### config.mk
export PLATFORM = sky130hd
export DESIGN_NAME = positional_list_store
export DESIGN_NICKNAME = d
export VERILOG_FILES = /design/src/rtl/core/pls_pkg.sv /design/src/rtl/core/positional_list_store.sv /design/src/rtl/core/pls_ctrl.sv /design/src/rtl/core/pls_dp.sv
export VERILOG_INCLUDE_DIRS = /design/src /design/src/rtl/core
export SDC_FILE = /design/constraint.sdc
export NUM_CORES = 2
export LEC_CHECK = 0
export ABC_AREA = 1
export BUFFER_PORTS_ARGS = -buffer_cell sky130_fd_sc_hd__buf_4
export CAP_MARGIN = 20
export CORE_ASPECT_RATIO = 1.2
export CORE_UTILIZATION = 45
export CTS_CLUSTER_SIZE = 28
export DETAILED_ROUTE_END_ITERATION = 12
export SYNTH_ARGS = -nofsm -noshare
export SYNTH_HDL_FRONTEND = slang
export SYNTH_HIERARCHICAL = 1
export SYNTH_SLANG_ARGS = --single-unit
### constraint.sdc
create_clock -name clk -period 7.6 [get_ports clk]
set_clock_uncertainty 0.15 [all_clocks]
set_input_delay 1.14 -clock clk [delete_from_list [all_inputs] [get_ports clk]]
set_output_delay 1.14 -clock clk [all_outputs]
set_load 0.05 [all_outputs]
### src/rtl/core/positional_list_store_assert.svh
// assertion macros for the positional list store
// no dependencies; included by modules that carry assertions
`ifndef POSITIONAL_LIST_STORE_ASSERT_SVH
`define POSITIONAL_LIST_STORE_ASSERT_SVH

// same-cycle implication
`define PLS_ASSERT_NOW(lbl, clk, rst_n, ante, cons, msg) \
	lbl: assert property (@(posedge clk) disable iff (!rst_n) (ante) |-> (cons)) \
	else $error(msg);

// next-cycle implication
`define PLS_ASSERT_NEXT(lbl, clk, rst_n, ante, cons, msg) \
	lbl: assert property (@(posedge clk) disable iff (!rst_n) (ante) |=> (cons)) \
	else $error(msg);

`endif

### src/rtl/core/pls_pkg.sv
// shared types and codes for the positional list store
// no dependencies
package pls_pkg;

	localparam logic [2:0] ACT_INS_FRONT = 3'd0;
	localparam logic [2:0] ACT_INS_BACK  = 3'd1;
	localparam logic [2:0] ACT_INS_POS   = 3'd2;
	localparam logic [2:0] ACT_DEL_FRONT = 3'd3;
	localparam logic [2:0] ACT_DEL_BACK  = 3'd4;
	localparam logic [2:0] ACT_DEL_POS   = 3'd5;
	localparam logic [2:0] ACT_DISPLAY   = 3'd6;

	localparam logic [1:0] STAT_OK      = 2'd0;
	localparam logic [1:0] STAT_INVALID = 2'd1;
	localparam logic [1:0] STAT_FULL    = 2'd2;
	localparam logic [1:0] STAT_EMPTY   = 2'd3;

	typedef struct packed {
		logic        [2:0]  action;
		logic signed [31:0] value;
		logic        [7:0]  position;
	} req_t;

	typedef struct packed {
		logic        [1:0]  status;
		logic        [4:0]  element_count;
		logic signed [31:0] element_value;
		logic               last_result;
	} result_t;

	typedef struct packed {
		logic load;
		logic exec;
		logic step;
	} ctrl_cmd_t;

	typedef struct packed {
		logic disp_go;
		logic disp_end;
	} dp_stat_t;

endpackage

### src/rtl/core/positional_list_store.sv
// top level of the positional list store: controller plus datapath
// depends on pls_pkg, pls_ctrl and pls_dp
//
// channel   ports                  handshake
// request   start, busy, request   taken at a clock edge with start high and busy low
// result    done, result           one cycle per result, done high, no back-pressure
//
// insert, delete and rejected requests register the request when accepted, then in the exec state
// shift the element array and load the result register
// display gives one result per element, rotating the array by one
// position a cycle so the front entry is always the one shown
// reset clears the count and control; element contents are undefined until written
// busy stays high from acceptance until the last result has been loaded
module positional_list_store #(
	parameter int CAPACITY    = 16,
	parameter int VALUE_WIDTH = 32
) (
	input  logic              clk,
	input  logic              arst_n,
	input  logic              start,
	input  pls_pkg::req_t     request,
	output logic              busy,
	output logic              done,
	output pls_pkg::result_t  result
);

	pls_pkg::ctrl_cmd_t cmd;
	pls_pkg::dp_stat_t  stat;

	pls_ctrl u_ctrl (
		.clk    (clk),
		.arst_n (arst_n),
		.start  (start),
		.stat   (stat),
		.busy   (busy),
		.cmd    (cmd)
	);

	pls_dp #(
		.CAPACITY    (CAPACITY),
		.VALUE_WIDTH (VALUE_WIDTH)
	) u_dp (
		.clk     (clk),
		.arst_n  (arst_n),
		.request (request),
		.cmd     (cmd),
		.stat    (stat),
		.result  (result),
		.done    (done)
	);

endmodule

### src/rtl/core/pls_ctrl.sv
// controller state machine for the positional list store
// depends on pls_pkg
module pls_ctrl (
	input  logic                 clk,
	input  logic                 arst_n,
	input  logic                 start,
	input  pls_pkg::dp_stat_t    stat,
	output logic                 busy,
	output pls_pkg::ctrl_cmd_t   cmd
);

	typedef enum logic [2:0] {
		ST_IDLE = 3'b001,
		ST_EXEC = 3'b010,
		ST_DISP = 3'b100
	} state_t;

	state_t state_q;
	state_t state_nxt;

	always_comb begin
		state_nxt = state_q;
		cmd       = '0;
		case (state_q)
			ST_IDLE: begin
				if (start) begin
					cmd.load  = 1'b1;
					state_nxt = ST_EXEC;
				end
			end
			ST_EXEC: begin
				cmd.exec  = 1'b1;
				state_nxt = stat.disp_go ? ST_DISP : ST_IDLE;
			end
			ST_DISP: begin
				cmd.step = 1'b1;
				if (stat.disp_end) begin
					state_nxt = ST_IDLE;
				end
			end
			default: begin
				state_nxt = ST_IDLE;
			end
		endcase
	end

	always_ff @(posedge clk or negedge arst_n) begin
		if (!arst_n) begin
			state_q <= ST_IDLE;
		end else begin
			state_q <= state_nxt;
		end
	end

	assign busy = (state_q != ST_IDLE);

endmodule

### src/rtl/core/pls_dp.sv
// datapath of the positional list store: request register, shifting element array,
// count, display index and result register; depends on pls_pkg and the assert macros
`include "positional_list_store_assert.svh"

module pls_dp #(
	parameter int CAPACITY    = 16,
	parameter int VALUE_WIDTH = 32
) (
	input  logic                 clk,
	input  logic                 arst_n,
	input  pls_pkg::req_t        request,
	input  pls_pkg::ctrl_cmd_t   cmd,
	output pls_pkg::dp_stat_t    stat,
	output pls_pkg::result_t     result,
	output logic                 done
);

	localparam int CW = $clog2(CAPACITY + 1);
	localparam int IW = $clog2(CAPACITY);

	pls_pkg::req_t           req_q;
	logic [CW-1:0]           count_q;
	logic [IW-1:0]           disp_idx_q;
	logic [VALUE_WIDTH-1:0]  elem_q   [CAPACITY];
	logic [VALUE_WIDTH-1:0]  elem_nxt [CAPACITY];
	pls_pkg::result_t        result_q;
	logic                    done_q;

	logic                    full_w;
	logic                    empty_w;
	logic                    ins_w;
	logic                    del_w;
	logic [1:0]              status_w;
	logic [8:0]              cnt_ext_w;
	logic [8:0]              pos_ext_w;
	logic [8:0]              idx9_w;
	logic [IW-1:0]           idx_w;
	logic [CW-1:0]           cnt_nxt_w;
	logic [VALUE_WIDTH-1:0]  in_val_w;
	logic                    disp_end_w;

	assign full_w    = (count_q == CW'(CAPACITY));
	assign empty_w   = (count_q == '0);
	assign cnt_ext_w = 9'(count_q);
	assign pos_ext_w = {1'b0, req_q.position};
	assign in_val_w  = VALUE_WIDTH'($unsigned(req_q.value));
	assign idx_w     = IW'(idx9_w);

	// command decode
	always_comb begin
		ins_w    = 1'b0;
		del_w    = 1'b0;
		status_w = pls_pkg::STAT_OK;
		idx9_w   = '0;
		case (req_q.action)
			pls_pkg::ACT_INS_FRONT: begin
				if (full_w) status_w = pls_pkg::STAT_FULL;
				else ins_w = 1'b1;
			end
			pls_pkg::ACT_INS_BACK: begin
				idx9_w = cnt_ext_w;
				if (full_w) status_w = pls_pkg::STAT_FULL;
				else ins_w = 1'b1;
			end
			pls_pkg::ACT_INS_POS: begin
				idx9_w = pos_ext_w - 9'd1;
				if (full_w) status_w = pls_pkg::STAT_FULL;
				else if (pos_ext_w == 9'd0 || pos_ext_w > cnt_ext_w + 9'd1)
					status_w = pls_pkg::STAT_INVALID;
				else ins_w = 1'b1;
			end
			pls_pkg::ACT_DEL_FRONT: begin
				if (empty_w) status_w = pls_pkg::STAT_EMPTY;
				else del_w = 1'b1;
			end
			pls_pkg::ACT_DEL_BACK: begin
				idx9_w = cnt_ext_w - 9'd1;
				if (empty_w) status_w = pls_pkg::STAT_EMPTY;
				else del_w = 1'b1;
			end
			pls_pkg::ACT_DEL_POS: begin
				idx9_w = pos_ext_w - 9'd1;
				if (empty_w) status_w = pls_pkg::STAT_EMPTY;
				else if (pos_ext_w == 9'd0 || pos_ext_w > cnt_ext_w)
					status_w = pls_pkg::STAT_INVALID;
				else del_w = 1'b1;
			end
			pls_pkg::ACT_DISPLAY: begin
				if (empty_w) status_w = pls_pkg::STAT_EMPTY;
			end
			default: begin
				status_w = pls_pkg::STAT_INVALID;
			end
		endcase
	end

	always_comb begin
		cnt_nxt_w = count_q;
		if (ins_w) cnt_nxt_w = count_q + CW'(1);
		else if (del_w) cnt_nxt_w = count_q - CW'(1);
	end

	assign disp_end_w    = ((CW'(disp_idx_q) + CW'(1)) == count_q);
	assign stat.disp_go  = (req_q.action == pls_pkg::ACT_DISPLAY) && !empty_w;
	assign stat.disp_end = disp_end_w;

	// per-entry next value: insert shifts up, delete shifts down, display rotates
	for (genvar g = 0; g < CAPACITY; g++) begin : g_entry
		logic [VALUE_WIDTH-1:0] prev_w;
		logic [VALUE_WIDTH-1:0] next_w;

		if (g > 0) begin : g_prev
			assign prev_w = elem_q[g-1];
		end else begin : g_noprev
			assign prev_w = elem_q[g];
		end

		if (g < CAPACITY - 1) begin : g_next
			assign next_w = elem_q[g+1];
		end else begin : g_nonext
			assign next_w = elem_q[g];
		end

		always_comb begin
			elem_nxt[g] = elem_q[g];
			if (cmd.exec && ins_w) begin
				if (IW'(g) == idx_w) elem_nxt[g] = in_val_w;
				else if (IW'(g) > idx_w) elem_nxt[g] = prev_w;
			end else if (cmd.exec && del_w) begin
				if (IW'(g) >= idx_w) elem_nxt[g] = next_w;
			end else if (cmd.step) begin
				if (CW'(g) + CW'(1) < count_q) elem_nxt[g] = next_w;
				else if (CW'(g) + CW'(1) == count_q) elem_nxt[g] = elem_q[0];
			end
		end
	end

	always_ff @(posedge clk) begin
		elem_q <= elem_nxt;
		if (cmd.load) begin
			req_q <= request;
		end
		if (cmd.exec) begin
			result_q.status        <= status_w;
			result_q.element_count <= 5'(cnt_nxt_w);
			result_q.element_value <= '0;
			result_q.last_result   <= 1'b1;
		end else if (cmd.step) begin
			result_q.status        <= pls_pkg::STAT_OK;
			result_q.element_count <= 5'(count_q);
			result_q.element_value <= $signed(32'(elem_q[0]));
			result_q.last_result   <= disp_end_w;
		end
	end

	always_ff @(posedge clk or negedge arst_n) begin
		if (!arst_n) begin
			count_q    <= '0;
			disp_idx_q <= '0;
			done_q     <= 1'b0;
		end else begin
			if (cmd.exec) begin
				count_q <= cnt_nxt_w;
			end
			if (cmd.exec) begin
				disp_idx_q <= '0;
			end else if (cmd.step) begin
				disp_idx_q <= disp_idx_q + IW'(1);
			end
			done_q <= (cmd.exec && !stat.disp_go) || cmd.step;
		end
	end

	assign result = result_q;
	assign done   = done_q;

	`PLS_ASSERT_NOW(a_count_range, clk, arst_n, 1'b1, count_q <= CW'(CAPACITY), "count above capacity")
	`PLS_ASSERT_NEXT(a_ins_grows, clk, arst_n, cmd.exec && ins_w, count_q == $past(count_q) + CW'(1), "insert did not grow count")
	`PLS_ASSERT_NEXT(a_del_shrinks, clk, arst_n, cmd.exec && del_w, count_q == $past(count_q) - CW'(1), "delete did not shrink count")
	`PLS_ASSERT_NEXT(a_reject_holds, clk, arst_n, cmd.exec && (status_w != pls_pkg::STAT_OK), $stable(count_q) && done_q, "rejected request changed count or gave no result")

endmodule

==> flow_metrics.env <==
export IMPL_syn_to_final_growth_pct=8.41
export IMPL_viasPerCell=5.96
export IMPL_wl_um=172000
export IMPL_synthDistinctLibCells=34
export IMPL_grt_use_total_pct=35.6
export IMPL_h_tree_depth=3
export IMPL_grt_overflow=0
export IMPL_dieArea_um2=95300
export IMPL_final_cell_count_no_fill=7325
export IMPL_finalCritPeriodShare_pct=74.7
export IMPL_dpl_instance_area_um2=43600
export IMPL_final_area_um2=45900
export IMPL_async_flop_share_pct=2.14
export IMPL_cp_start_kind="flip-flop"
export IMPL_p_leak_uw=0.0211
export IMPL_clock_latency_ps=650
export IMPL_first_pass_iters=6
export IMPL_slowest_delay_ps=850
export IMPL_syn_num_nets=6373
export IMPL_placedCellCount=7196
export IMPL_critical_path_buf_inv_count=4
export IMPL_ant_nets=0
export IMPL_final_common_cell="nand2_1"
export IMPL_outcome="finished, final reports clean"
export IMPL_io_buffers=87
export IMPL_worstSetupPathType="reg -> reg"
export IMPL_drv_cap=0
export IMPL_finalSetupTns_ps=0
export IMPL_fin_util_pct=49.5
export IMPL_cts_sinks=608
export IMPL_grt_first_pass_wirelength_um=254000
export IMPL_cp_end_kind="flip-flop"
export IMPL_period_needed_ps=5680
export IMPL_hold_viol=0
export IMPL_timing_critical_path_cells="clkinv_1 -> ha_1 -> nand2_1 -> inv_1 -> nand2_1 -> nand2_1 -> nand2_1 -> nand2_1 -> nand2_1 -> nand4_1 -> nand2_1 -> nand2_4 -> nand2_1 -> inv_1 -> nor2_1 -> nor2_4 -> buf_4"
export IMPL_avgSynthCellArea_um2=6.71
export IMPL_grt_pass1_vias=39898
export IMPL_synth_xor_area_share_pct=0.207
export IMPL_row_count=122
export IMPL_routabilityCongestion=0.899
export IMPL_synth_compound_area_share_pct=12.3
export IMPL_root_buffer="clkbuf_16"
export IMPL_postCtsSetupBuffers=0
export IMPL_drc_errors=0
export IMPL_synthMuxAreaShare_pct=0
export IMPL_cp_required_ps=7770
export IMPL_ios=88
export IMPL_cts_tree="yes"
export IMPL_synthCells=6308
export IMPL_start_util_pct=45.7
export IMPL_synth_seq_cells=608
export IMPL_holdCritPathClass="in -> async"
export IMPL_relSlewSlack_pct=20.2
export IMPL_synthAdderAreaFrac_pct=0.561
export IMPL_synth_warnings=6
export IMPL_dr_first_iter_drc_count=5736
export IMPL_critical_path_most_common_cell="nand2_1"
export IMPL_synth_ff_type="edfxtp_1"
export IMPL_antenna_found_initial=4
export IMPL_cts_repair_resized=0
export IMPL_synth_area_um2=42300
export IMPL_dr_total_vias=43669
export IMPL_hold_buffers=0
export IMPL_final_cell_mix="nand2_1, o21ai_0, inv_1"
export IMPL_clk_pin_slew_worst_paths_ps=70
export IMPL_critPathSlowestCell="nor2_4"
export IMPL_antenna_cells=0
export IMPL_numCtsBuffers=72
export IMPL_crit_path_max_fanout=45
export IMPL_die_y_um=338
export IMPL_whs_ps=183
export IMPL_core_um2=92700
export IMPL_p_per_area_nw_per_um2=384
export IMPL_synth_edf_count=562
export IMPL_nets=6097
export IMPL_dp_hpwl_um=102000
export IMPL_fmax_ghz=0.176
export IMPL_grt_max_degree=265
export IMPL_synth_top_family_by_area="simple AND/OR/NAND/NOR gates"
export IMPL_rsz0062_at_grt="false"
export IMPL_drv_slew=0
export IMPL_cp_arrival_ps=5850
export IMPL_ctsLongestPathBuffers=3
export IMPL_tightest_slew_ps=1200
export IMPL_synth_seq_area_share_pct=42.2
export IMPL_irDropWorstVdd_mv=0.304
export IMPL_crit_family="simple AND/OR/NAND/NOR gates"
export IMPL_setup_violations=0
export IMPL_yosys_area_share_simple_pct=34.4
export IMPL_die_width_um=282
export IMPL_drive_gt1_share_pct=6.03
export IMPL_fillers=9399
export IMPL_wl_per_cell_um=23.5
-- state kept, by name (all words and copies together) (netlist names) --
signal / cells
u_ctrl/state_q: 3
u_dp/count_q: 5
u_dp/disp_idx_q: 4
u_dp/done: 1
u_dp/g_entry.next_w: 416
u_dp/g_entry.prev_w: 96
u_dp/in_val_w: 32
u_dp/pos_ext_w: 8
u_dp/req_q: 3
u_dp/result: 40
-- per-stage QoR --
| stage | setup WS (ps) | total power [µW] |
|---|---|---|
| 2_1_floorplan | 2190 | 10900 |
| 6_report | 1920 | 17600 |
| 4_1_cts | 2050 | 17400 |
| 3_3_place_gp | 2160 | 13700 |
| 5_1_grt | 1570 | 18600 |
| 3_5_place_dp | 2090 | 13800 |
-- worst register-to-register path, stage by stage (launching register included) --
cell and delay [ps]:
dfrtp_1 720, clkinv_1 480, ha_1 420, nand2_1 60
inv_1 50, nand2_1 40, nand2_1 60, nand2_1 50
nand2_1 50, nand2_1 90, nand4_1 150, nand2_1 190
nand2_4 440, nand2_1 490, inv_1 500, nor2_1 140
nor2_4 850, buf_4 420
-- final timing paths --
path,start,to,slack [ps],depth (start not counted)
setup reg to reg,u_dp/count_q[2],u_dp/g_entry[12].next_w[27],1920,17
hold reg to reg,u_dp/result[17],u_dp/result[17],320,2
hold / removal,arst_n,u_dp/count_q[1],180,1
min in group clk,u_dp/result[17],u_dp/result[17],320,2
setup / recovery,u_dp/count_q[2],u_dp/g_entry[12].next_w[27],1920,17
max in group asynchronous,arst_n,u_ctrl/state_q[0],6850,1
-- report_power, final --
part / total, µW / switching, µW / internal [µW]
clock network: 3530 / 1530 / 1990
registers: 5060 / 349 / 4710
logic: 9030 / 6750 / 2280
total: 17600 / 8630 / 8980
-- Yosys cell counts (2+ instances only) --
| cell | instances | area (µm²) |
|---|---|---|
| a211oi_1 | 2 | 15.0 |
| a21oi_1 | 46 | 230 |
| a31oi_1 | 2 | 12.5 |
| buf_1 | 31 | 116 |
| buf_2 | 108 | 541 |
| buf_4 | 5 | 37.5 |
| clkbuf_1 | 391 | 1470 |
| clkinv_1 | 3 | 11.3 |
| dfrtp_1 | 12 | 300 |
| dfxtp_1 | 33 | 661 |
| edfxtp_1 | 562 | 16900 |
| ha_1 | 19 | 238 |
| inv_1 | 570 | 2140 |
| inv_2 | 17 | 63.8 |
| nand2_1 | 2638 | 9900 |
| nand2_2 | 2 | 12.5 |
| nand3_1 | 568 | 2840 |
| nand3_2 | 6 | 60.1 |
| nand4_1 | 240 | 1500 |
| nor2_1 | 41 | 154 |
| nor2_4 | 2 | 22.5 |
| nor3_1 | 10 | 50.1 |
| o21ai_0 | 978 | 4890 |
| o21ai_2 | 2 | 17.5 |
| o31ai_1 | 3 | 22.5 |
| xor2_1 | 9 | 78.8 |
-- cells by family after synthesis --
| logic type | count (synthesis) |
|---|---|
| AND/OR/NAND/NOR | 3511 |
| buffers and inverters | 1125 |
| AO/OA/AOI/OAI | 1035 |
| flip-flops | 608 |
| adder cells (fa/ha/maj) | 19 |
| XOR/XNOR | 10 |
-- cell type report --
cell class | count | area, µm² | area share [%]
clock buffer | 90 | 1910 | 4.16
clock inverter | 37 | 379 | 0.826
inverter | 590 | 2220 | 4.85
multi-input combinational | 4575 | 20400 | 44.5
sequential | 608 | 17900 | 38.9
tap | 1240 | 1550 | 3.38
timing repair buffer | 185 | 1550 | 3.39
-- metal layers --
metal / track usage, % / wire [µm]
met4: 20.1 / 10800
met3: 5.08 / 16900
met1: 46.1 / 66700
met2: 57.0 / 77300
met5: 0 / 13
(Power assumes the default switching activity.)
